<file path="config.mk">
export PLATFORM = sky130hd
export DESIGN_NAME = decimating_fir_with_cw_filter_unit_flat
export DESIGN_NICKNAME = d
export VERILOG_FILES = /design/src/dfcw_pkg.sv /design/src/dfcw_if.sv /design/src/decimating_fir_with_cw_filter_unit.sv /design/src/dfcw_mem.sv /design/src/dfcw_mac.sv /design/src/flat_wrapper.sv
export SDC_FILE = /design/constraint.sdc
export NUM_CORES = 1
export LEC_CHECK = 0
export BUFFER_PORTS_ARGS = -buffer_cell sky130_fd_sc_hd__buf_2
export CAP_MARGIN = 10
export CORE_MARGIN = 8
export CORE_UTILIZATION = 40
export DETAILED_ROUTE_END_ITERATION = 10
export GPL_ROUTABILITY_DRIVEN = 0
export GPL_TIMING_DRIVEN = 0
export PLACE_DENSITY_LB_ADDON = 0.25
export SLEW_MARGIN = 20
export SYNTH_ARGS = -nofsm -noshare
export SYNTH_HDL_FRONTEND = slang
export SYNTH_SLANG_ARGS = --single-unit
</file>
<file path="constraint.sdc">
create_clock -name i_clk -period 8.45 [get_ports i_clk]
set_input_delay 2.1125 -clock i_clk [delete_from_list [all_inputs] [get_ports i_clk]]
set_output_delay 2.1125 -clock i_clk [all_outputs]
set_load 0.005 [all_outputs]
</file>
<file path="src/dfcw_pkg.sv">
// ============================================================================
// dfcw_pkg
// Shared types, widths and coefficient tables for the decimating FIR with the
// optional CW band-pass stage.
// ============================================================================
package dfcw_pkg;

    localparam int TAP_COUNT = 32;
    localparam int TAP_W     = $clog2(TAP_COUNT);
    localparam int LINE_NUM  = 2;
    localparam int MEM_DEPTH = LINE_NUM * TAP_COUNT;
    localparam int ADDR_W    = $clog2(MEM_DEPTH);

    localparam int ADC_W     = 10;
    localparam int SAMPLE_W  = 11;
    localparam int OUT_W     = 12;
    localparam int COEF_W    = 16;
    localparam int PROD_W    = SAMPLE_W + COEF_W;
    localparam int ACC_W     = 28;
    localparam int Q_SHIFT   = 15;

    localparam logic [SAMPLE_W-1:0] ADC_MID = 11'd512;

    // Delay line selector, used as the top address bit of the sample memory.
    localparam logic LINE_LP = 1'b0;
    localparam logic LINE_CW = 1'b1;

    localparam logic signed [COEF_W-1:0] LP_COEF [TAP_COUNT] = '{
        16'sd223,   16'sd361,   -16'sd138,  -16'sd550,
        -16'sd62,   16'sd714,   16'sd410,   -16'sd788,
        -16'sd931,  16'sd679,   16'sd1680,  -16'sd215,
        -16'sd2875, -16'sd1192, 16'sd6097,  16'sd13225,
        16'sd13225, 16'sd6097,  -16'sd1192, -16'sd2875,
        -16'sd215,  16'sd1680,  16'sd679,   -16'sd931,
        -16'sd788,  16'sd410,   16'sd714,   -16'sd62,
        -16'sd550,  -16'sd138,  16'sd361,   16'sd223
    };

    localparam logic signed [COEF_W-1:0] CW_COEF [TAP_COUNT] = '{
        -16'sd13,   -16'sd102,  -16'sd176,  -16'sd129,
        16'sd34,    16'sd148,   -16'sd38,   -16'sd686,
        -16'sd1703, -16'sd2693, -16'sd3097, -16'sd2460,
        -16'sd698,  16'sd1778,  16'sd4181,  16'sd5658,
        16'sd5658,  16'sd4181,  16'sd1778,  -16'sd698,
        -16'sd2460, -16'sd3097, -16'sd2693, -16'sd1703,
        -16'sd686,  -16'sd38,   16'sd148,   16'sd34,
        -16'sd129,  -16'sd176,  -16'sd102,  -16'sd13
    };

    typedef struct packed {
        logic                       we;
        logic [ADDR_W-1:0]          waddr;
        logic signed [SAMPLE_W-1:0] wdata;
        logic [ADDR_W-1:0]          raddr;
    } t_mem_req;

    typedef struct packed {
        logic             vld;
        logic             clr;
        logic             cw;
        logic [TAP_W-1:0] tap;
    } t_mac_ctl;

endpackage

</file>
<file path="src/dfcw_if.sv">
// ============================================================================
// dfcw_if
// Valid/ready channel interfaces for converter samples and filtered results.
// ============================================================================
interface dfcw_in_if;
    logic                          valid;
    logic                          ready;
    logic [dfcw_pkg::ADC_W-1:0]    adc_sample;

    modport source (output valid, output adc_sample, input ready);
    modport sink   (input valid, input adc_sample, output ready);
endinterface

interface dfcw_out_if;
    logic                              valid;
    logic                              ready;
    logic signed [dfcw_pkg::OUT_W-1:0] filtered_sample;

    modport source (output valid, output filtered_sample, input ready);
    modport sink   (input valid, input filtered_sample, output ready);
endinterface

</file>
<file path="src/decimating_fir_with_cw_filter_unit.sv">
// ============================================================================
// decimating_fir_with_cw_filter_unit
// Decimate-by-two 32-tap Q15 low-pass FIR with an optional cascaded 32-tap
// Q15 CW band-pass FIR, built around one sample memory and one MAC unit.
// ============================================================================
// Every input transfer stores one converter sample, less mid scale, into the
// low-pass delay line. A sample that produces no result leaves the block idle
// and ready for the next sample. Every second sample, starting with the first
// after reset, starts a low-pass convolution: the single read port of the
// sample memory delivers one tap per cycle into the shared multiply-accumulate
// unit, so one filter pass reads all 32 taps and then drains the pipeline.
// With cw_enable set, the low-pass value is written into the CW delay line and
// a second pass follows. A producing sample therefore holds the block through
// its filter passes and the output load, which waits for any earlier result;
// the next input is then taken even while the result still waits for its
// output transfer. The cw_enable register is written through i_cfg_we and
// i_cfg_wdata; the user must write it only while the block is idle, which the
// block itself does not enforce. Memory entries not written since reset read
// as zero, so no clearing pass is needed after reset.
module decimating_fir_with_cw_filter_unit (
    input  logic       i_clk,
    input  logic       i_rst_n,
    input  logic       i_cfg_we,
    input  logic       i_cfg_wdata,
    dfcw_in_if.sink    i_in,
    dfcw_out_if.source o_out
);
    import dfcw_pkg::*;

    typedef enum logic [1:0] {
        S_IDLE,
        S_RUN,
        S_DRAIN,
        S_OUT
    } t_state;

    t_state                     r_state, n_state;
    logic                       r_phase, n_phase;
    logic [TAP_W-1:0]           r_in_idx, n_in_idx;
    logic [TAP_W-1:0]           r_cw_idx, n_cw_idx;
    logic [TAP_W-1:0]           r_newest, n_newest;
    logic [TAP_W-1:0]           r_tap, n_tap;
    logic                       r_line, n_line;
    logic [1:0]                 r_drain, n_drain;
    logic                       r_cw_en;
    t_mac_ctl                   r_mac_ctl, n_mac_ctl;
    logic                       r_out_valid, n_out_valid;
    logic signed [OUT_W-1:0]    r_out_data, n_out_data;

    t_mem_req                   w_mem_req;
    logic signed [SAMPLE_W-1:0] w_rdata;
    logic signed [ACC_W-1:0]    w_acc;
    logic                       w_in_xfer;
    logic                       w_out_xfer;

    localparam logic [1:0] DRAIN_LAST = 2'd2;

    assign w_in_xfer  = i_in.valid && i_in.ready;
    assign w_out_xfer = o_out.valid && o_out.ready;

    assign i_in.ready            = (r_state == S_IDLE);
    assign o_out.valid           = r_out_valid;
    assign o_out.filtered_sample = r_out_data;

    dfcw_mem u_mem (
        .i_clk   (i_clk),
        .i_rst_n (i_rst_n),
        .i_req   (w_mem_req),
        .o_rdata (w_rdata)
    );

    dfcw_mac u_mac (
        .i_clk   (i_clk),
        .i_rst_n (i_rst_n),
        .i_data  (w_rdata),
        .i_ctl   (r_mac_ctl),
        .o_acc   (w_acc)
    );

    // Sequencer. The read address walks backward from the newest entry, so
    // tap k of the coefficient table meets sample x[n-k].
    always_comb begin
        n_state     = r_state;
        n_phase     = r_phase;
        n_in_idx    = r_in_idx;
        n_cw_idx    = r_cw_idx;
        n_newest    = r_newest;
        n_tap       = r_tap;
        n_line      = r_line;
        n_drain     = r_drain;
        n_mac_ctl   = '0;
        n_out_valid = r_out_valid && !w_out_xfer;
        n_out_data  = r_out_data;

        w_mem_req.we    = 1'b0;
        w_mem_req.waddr = {LINE_LP, r_in_idx};
        w_mem_req.wdata = SAMPLE_W'(i_in.adc_sample) - ADC_MID;
        w_mem_req.raddr = {r_line, TAP_W'(r_newest - r_tap)};

        case (r_state)
            S_IDLE: begin
                if (w_in_xfer) begin
                    w_mem_req.we = 1'b1;
                    n_in_idx     = r_in_idx + 1'b1;
                    n_phase      = !r_phase;
                    if (!r_phase) begin
                        n_newest = r_in_idx;
                        n_line   = LINE_LP;
                        n_tap    = '0;
                        n_state  = S_RUN;
                    end
                end
            end
            S_RUN: begin
                n_mac_ctl.vld = 1'b1;
                n_mac_ctl.clr = (r_tap == '0);
                n_mac_ctl.cw  = r_line;
                n_mac_ctl.tap = r_tap;
                n_tap         = r_tap + 1'b1;
                if (r_tap == TAP_W'(TAP_COUNT - 1)) begin
                    n_drain = '0;
                    n_state = S_DRAIN;
                end
            end
            S_DRAIN: begin
                n_drain = r_drain + 1'b1;
                if (r_drain == DRAIN_LAST) begin
                    if (r_line == LINE_LP && r_cw_en) begin
                        // The low-pass value enters the CW line; the write
                        // lands before the first read of the second pass.
                        w_mem_req.we    = 1'b1;
                        w_mem_req.waddr = {LINE_CW, r_cw_idx};
                        w_mem_req.wdata = w_acc[Q_SHIFT +: SAMPLE_W];
                        n_newest        = r_cw_idx;
                        n_cw_idx        = r_cw_idx + 1'b1;
                        n_line          = LINE_CW;
                        n_tap           = '0;
                        n_state         = S_RUN;
                    end else begin
                        n_state = S_OUT;
                    end
                end
            end
            S_OUT: begin
                if (!r_out_valid || w_out_xfer) begin
                    n_out_valid = 1'b1;
                    n_out_data  = w_acc[Q_SHIFT +: OUT_W];
                    n_state     = S_IDLE;
                end
            end
            default: begin
                n_state = S_IDLE;
            end
        endcase
    end

    always_ff @(posedge i_clk) begin
        if (!i_rst_n) begin
            r_state     <= S_IDLE;
            r_phase     <= 1'b0;
            r_in_idx    <= '0;
            r_cw_idx    <= '0;
            r_newest    <= '0;
            r_tap       <= '0;
            r_line      <= LINE_LP;
            r_drain     <= '0;
            r_cw_en     <= 1'b0;
            r_mac_ctl   <= '0;
            r_out_valid <= 1'b0;
        end else begin
            r_state     <= n_state;
            r_phase     <= n_phase;
            r_in_idx    <= n_in_idx;
            r_cw_idx    <= n_cw_idx;
            r_newest    <= n_newest;
            r_tap       <= n_tap;
            r_line      <= n_line;
            r_drain     <= n_drain;
            r_mac_ctl   <= n_mac_ctl;
            r_out_valid <= n_out_valid;
            if (i_cfg_we) begin
                r_cw_en <= i_cfg_wdata;
            end
        end
        r_out_data <= n_out_data;
    end

`ifndef SYNTHESIS
    // A sample on the producing phase must start a filter pass.
    a_start_pass: assert property (@(posedge i_clk) disable iff (!i_rst_n)
        (w_in_xfer && !r_phase) |=> (r_state == S_RUN))
        else $error("producing sample did not start a filter pass");

    // Each input transfer advances the low-pass write index by exactly one.
    a_in_idx_step: assert property (@(posedge i_clk) disable iff (!i_rst_n)
        w_in_xfer |=> (r_in_idx == TAP_W'($past(r_in_idx) + 1'b1)))
        else $error("input write index did not advance by one");

    // The CW write index only moves when the low-pass pass hands over.
    a_cw_idx_hold: assert property (@(posedge i_clk) disable iff (!i_rst_n)
        (r_state != S_DRAIN) |=> $stable(r_cw_idx))
        else $error("CW write index changed outside the hand-over");

    // A non-producing sample never raises the output valid.
    a_no_spurious: assert property (@(posedge i_clk) disable iff (!i_rst_n)
        (w_in_xfer && r_phase) |=> !$rose(r_out_valid))
        else $error("result raised on a non-producing sample");
`endif

endmodule

</file>
<file path="src/dfcw_mem.sv">
// ============================================================================
// dfcw_mem
// Sample memory holding both delay lines, one write and one registered read
// port. Entries never written since reset read as zero.
// ============================================================================
module dfcw_mem (
    input  logic                                 i_clk,
    input  logic                                 i_rst_n,
    input  dfcw_pkg::t_mem_req                   i_req,
    output logic signed [dfcw_pkg::SAMPLE_W-1:0] o_rdata
);
    import dfcw_pkg::*;

    logic signed [SAMPLE_W-1:0] r_mem [MEM_DEPTH];
    logic [MEM_DEPTH-1:0]       r_valid;
    logic signed [SAMPLE_W-1:0] r_rdata;

    always_ff @(posedge i_clk) begin
        if (i_req.we) begin
            r_mem[i_req.waddr] <= i_req.wdata;
        end
        r_rdata <= r_valid[i_req.raddr] ? r_mem[i_req.raddr] : '0;
    end

    always_ff @(posedge i_clk) begin
        if (!i_rst_n) begin
            r_valid <= '0;
        end else if (i_req.we) begin
            r_valid[i_req.waddr] <= 1'b1;
        end
    end

    assign o_rdata = r_rdata;

endmodule

</file>
<file path="src/dfcw_mac.sv">
// ============================================================================
// dfcw_mac
// Multiply-accumulate unit: registered product of sample and coefficient,
// followed by the accumulator.
// ============================================================================
module dfcw_mac (
    input  logic                                 i_clk,
    input  logic                                 i_rst_n,
    input  logic signed [dfcw_pkg::SAMPLE_W-1:0] i_data,
    input  dfcw_pkg::t_mac_ctl                   i_ctl,
    output logic signed [dfcw_pkg::ACC_W-1:0]    o_acc
);
    import dfcw_pkg::*;

    logic signed [COEF_W-1:0] w_coef;
    logic signed [PROD_W-1:0] w_prod;
    logic signed [PROD_W-1:0] r_prod;
    logic                     r_prod_vld;
    logic                     r_prod_clr;
    logic signed [ACC_W-1:0]  r_acc;

    assign w_coef = i_ctl.cw ? CW_COEF[i_ctl.tap] : LP_COEF[i_ctl.tap];
    assign w_prod = PROD_W'(i_data) * PROD_W'(w_coef);

    always_ff @(posedge i_clk) begin
        if (!i_rst_n) begin
            r_prod_vld <= 1'b0;
            r_prod_clr <= 1'b0;
        end else begin
            r_prod_vld <= i_ctl.vld;
            r_prod_clr <= i_ctl.clr;
        end
    end

    always_ff @(posedge i_clk) begin
        r_prod <= w_prod;
        if (r_prod_vld) begin
            r_acc <= r_prod_clr ? ACC_W'(r_prod) : r_acc + ACC_W'(r_prod);
        end
    end

    assign o_acc = r_acc;

endmodule
</file>
<file path="src/flat_wrapper.sv">
// flat-port wrapper written by rule: the top's interface ports become plain ports
module decimating_fir_with_cw_filter_unit_flat import dfcw_pkg::*;
  (i_clk, i_rst_n, i_cfg_we, i_cfg_wdata, i_in_valid, i_in_adc_sample, i_in_ready, o_out_valid, o_out_filtered_sample, o_out_ready);
  dfcw_in_if i_in_i ();
  dfcw_out_if o_out_i ();
  input  logic i_clk;
  input  logic i_rst_n;
  input  logic i_cfg_we;
  input  logic i_cfg_wdata;
  input wire logic [$bits(i_in_i.valid)-1:0] i_in_valid;
  input wire logic [$bits(i_in_i.adc_sample)-1:0] i_in_adc_sample;
  output wire logic [$bits(i_in_i.ready)-1:0] i_in_ready;
  output wire logic [$bits(o_out_i.valid)-1:0] o_out_valid;
  output wire logic [$bits(o_out_i.filtered_sample)-1:0] o_out_filtered_sample;
  input wire logic [$bits(o_out_i.ready)-1:0] o_out_ready;
  assign i_in_i.valid = i_in_valid;
  assign i_in_i.adc_sample = i_in_adc_sample;
  assign i_in_ready = i_in_i.ready;
  assign o_out_valid = o_out_i.valid;
  assign o_out_filtered_sample = o_out_i.filtered_sample;
  assign o_out_i.ready = o_out_ready;
  decimating_fir_with_cw_filter_unit u_core (.i_clk(i_clk), .i_rst_n(i_rst_n), .i_cfg_we(i_cfg_we), .i_cfg_wdata(i_cfg_wdata), .i_in(i_in_i), .o_out(o_out_i));
endmodule
</file>
==> impl_metrics.env <==
export IMPL_viasPerCell=5.67
export IMPL_finalSetupViolCount=0
export IMPL_rsz0062_at_grt="no"
export IMPL_groute_usage_overall_pct=18.8
export IMPL_grt_pass1_vias=26400
export IMPL_syn_avg_cell_area_sq_um=14.9
export IMPL_dieHeight_microns=344
export IMPL_r2r_end="u_core.u_mac.r_prod[25]"
export IMPL_crit_arrival_ps=8480
export IMPL_ys_top_cells_by_area="edfxtp_1, mux4_2, fa_1"
export IMPL_ys_seq_elements=883
export IMPL_hold_viol=0
export IMPL_cts_inserted_buffers=92
export IMPL_die_w_microns=344
export IMPL_dr_wl_met3_mm=7.64
export IMPL_num_fill_cells=9193
export IMPL_place_area_sq_um=45600
export IMPL_cts_setup_buffers=0
export IMPL_cts_resized=3
export IMPL_clock_latency_ps=680
export IMPL_dp_hpwl_mm=77.9
export IMPL_synthCells=2877
export IMPL_cpMaxStageDelayCell="fa_1"
export IMPL_ys_types=74
export IMPL_endpoint="u_core.u_mac.r_prod[25]"
export IMPL_synth_top_cell_area_share_pct=52.0
export IMPL_slowest_delay_ps=530
export IMPL_peakVddDrop_uv=151
export IMPL_m1WireLength_mm=45.6
export IMPL_yosysSeqAreaShare_pct=58.5
export IMPL_worst_pin_slew_ps=999
export IMPL_post_route_drc_count=0
export IMPL_cp_depth=26
export IMPL_synth_edf_count=743
export IMPL_hp_start="u_core.u_mem.r_valid[44]"
export IMPL_finalCritPeriodShare_pct=94.2
export IMPL_hold_ws_ps=463
export IMPL_maxCapViolCount=0
export IMPL_routed_wl_mm=111
export IMPL_antenna_found_initial=1
export IMPL_crit_path_frequent_cell="fa_1"
export IMPL_synth_area_sq_um=42900
export IMPL_core_sq_um=107000
export IMPL_ant_nets=0
export IMPL_setup_tns_ps=0
export IMPL_slew_violations=0
export IMPL_fin_skew_ps=38.0
export IMPL_dr_wl_met2_mm=53.7
export IMPL_clockBufferDepth=3
export IMPL_crit_type="reg2reg"
export IMPL_required_ps=8970
export IMPL_critPathBufInv=7
export IMPL_status="complete, no violations"
export IMPL_dr_first_iter_drc_count=2587
export IMPL_yosysTopAreaCell="edfxtp_1"
export IMPL_wl_per_cell_microns=24.6
export IMPL_worstReg2RegStart="u_core.r_mac_ctl[1]"
export IMPL_rr_worst_depth=26
export IMPL_grt_pass1_wl_mm=167
export IMPL_rows=120
export IMPL_io_buffer_count=28
export IMPL_root_buffer="clkbuf_16"
export IMPL_min_period_ps=7960
export IMPL_hold_buffers=0
export IMPL_area_growth_pct=13.6
export IMPL_grt_max_degree=65
export IMPL_cp_startpoint="u_core.r_mac_ctl[1]"
export IMPL_vias=25600
export IMPL_crit_family="adder cells"
export IMPL_worstSetupStartpointType="register"
export IMPL_ys_flop_type="edfxtp_1"
export IMPL_rrSetupSlack_ps=490
export IMPL_relSlewSlack_pct=33.4
export IMPL_max_freq_ghz=0.126
export IMPL_cts_tree="yes"
export IMPL_powerDensity_nw_per_um2=245
export IMPL_fin_nets=3300
export IMPL_path_max_fanout=10
export IMPL_dieArea_sq_um=118000
export IMPL_cts_sinks=883
export IMPL_leakagePower_nw=17.2
export IMPL_end_kind="register"
export IMPL_gr_total_overflow=0
export IMPL_top_layer="met4"
export IMPL_synthArstFlopShare_pct=0
export IMPL_finalInstanceArea_sq_um=48800
export IMPL_final_util_pct=45.7
export IMPL_first_pass_iters=8
export IMPL_io_pins=30
export IMPL_hold_class="reg2reg"
export IMPL_final_layout_size_suffix_gt1_share_pct=19.5
export IMPL_synth_net_count=3152
export IMPL_cts_htree_levels=3
export IMPL_path_clk_slew_ps=60
export IMPL_initial_core_util_pct=40.2
export IMPL_ys_warn_count=0
[flip-flops by register name, indices dropped and copies added (netlist names), 2 cells and up]
signal                        count
u_core.u_mem.r_mem              704
u_core.r_newest                   5
u_core.u_mem.r_valid             64
u_core.r_cw_idx                   5
u_core.r_tap                      5
u_core.r_drain                    2
u_core.u_mac.r_prod              27
u_core.u_mem.o_rdata             11
u_core.o_out.filtered_sample     12
u_core.r_state                    2
u_core.u_mac.o_acc               27
u_core.r_mac_ctl                  8
u_core.r_in_idx                   5
[report_power, final]
| part | leakage, nW | internal [mW] | total, mW | switching, mW |
|---|---|---|---|---|
| logic | 7.82 | 1.24 | 2.93 | 1.69 |
| registers | 7.82 | 4.84 | 4.93 | 0.0853 |
| clock network | 1.52 | 2.39 | 4.09 | 1.71 |
[routing by layer]
metal,up-vias,track usage [%]
li1,11000,-
met1,13300,24.7
met2,1022,31.0
met3,259,3.61
met4,0,6.96
met5,-,0
[area by class of cell]
type | instances | area (sq um) | share of cell area (%)
well taps | 1403 | 1760 | 3.60
clock inverters | 39 | 445 | 0.914
diodes | 4 | 10.0 | 0.0205
plain buffers | 160 | 761 | 1.56
multi-input cells | 1616 | 16600 | 34.0
inverters | 218 | 818 | 1.68
flip-flops and latches | 883 | 25100 | 51.5
repair buffers | 54 | 616 | 1.26
clock buffers | 132 | 2660 | 5.45
[worst min-delay path by stage]
| stage | cells after the start | to | slack, ps |
|---|---|---|---|
| 3_3_place_gp | 1 | u_core.u_mem.r_valid[20] | 440 |
| 5_1_grt | 1 | u_core.u_mem.r_valid[48] | 480 |
| 6_report | 1 | u_core.u_mem.r_valid[44] | 460 |
| 2_1_floorplan | 1 | u_core.u_mac.r_prod_clr | 410 |
| 4_1_cts | 1 | u_core.u_mem.r_valid[30] | 460 |
| 3_5_place_dp | 1 | u_core.u_mem.r_valid[44] | 450 |
[layout by cell type (no fill, tap or decap), drive strengths merged, types with 18 or more instances in the layout]
cell type,n
buf,127
clkinv,31
a21oi,92
o21ai,80
inv,219
nand2b,21
mux4,233
xnor2,30
dfxtp,140
xor2,25
nand3,24
nor2b,22
nor3,25
a31oi,18
fa,159
nand2,217
nor2,153
a21o,20
ha,100
clkbuf,219
edfxtp,743
o21a,73
and2,95
a22oi,19
[synth_stat cells, types with 8 or more instances]
library cell  instances
dfxtp_1             140
mux2i_1              17
nand4_1               8
inv_1               217
o211a_1               8
buf_4                13
a21oi_1              92
edfxtp_1            743
o21ai_0              78
nand3_1              24
a22oi_1              19
fa_1                159
nand2_1             216
xor2_1               25
nand2b_1             21
ha_1                100
and2_1               95
buf_2                42
a31oi_1              18
a21o_1               20
and3_1               17
mux2_2               13
nor3_1               25
o21a_1               73
nor2b_1              22
buf_1                11
xnor2_1              29
clkbuf_1             87
a211oi_1             14
a2111oi_0            10
o211ai_1             10
mux4_2              233
o22ai_1              11
nor2_1              153
[cells by family after synthesis]
logic type,Yosys count,share of synthesized area [%]
flops,883,58.5
simple gates,624,6.96
compound gates,415,6.41
buf+inv,378,3.66
mux,263,13.0
fa+ha+maj,259,10.3
xor+xnor,55,1.17
[metrics by stage]
step | power, mW | setup WS (ps) | cells
CTS | 12.1 | 95.4 | 4505
global placement | 7.90 | -339 | 4308
detailed placement | 7.96 | -136 | 4334
floorplan | 7.05 | 1390 | 2877
finish | 11.9 | 487 | 4509
global route | 12.5 | 70.5 | 4505
Note: power is estimated with default switching activity, not from simulation.
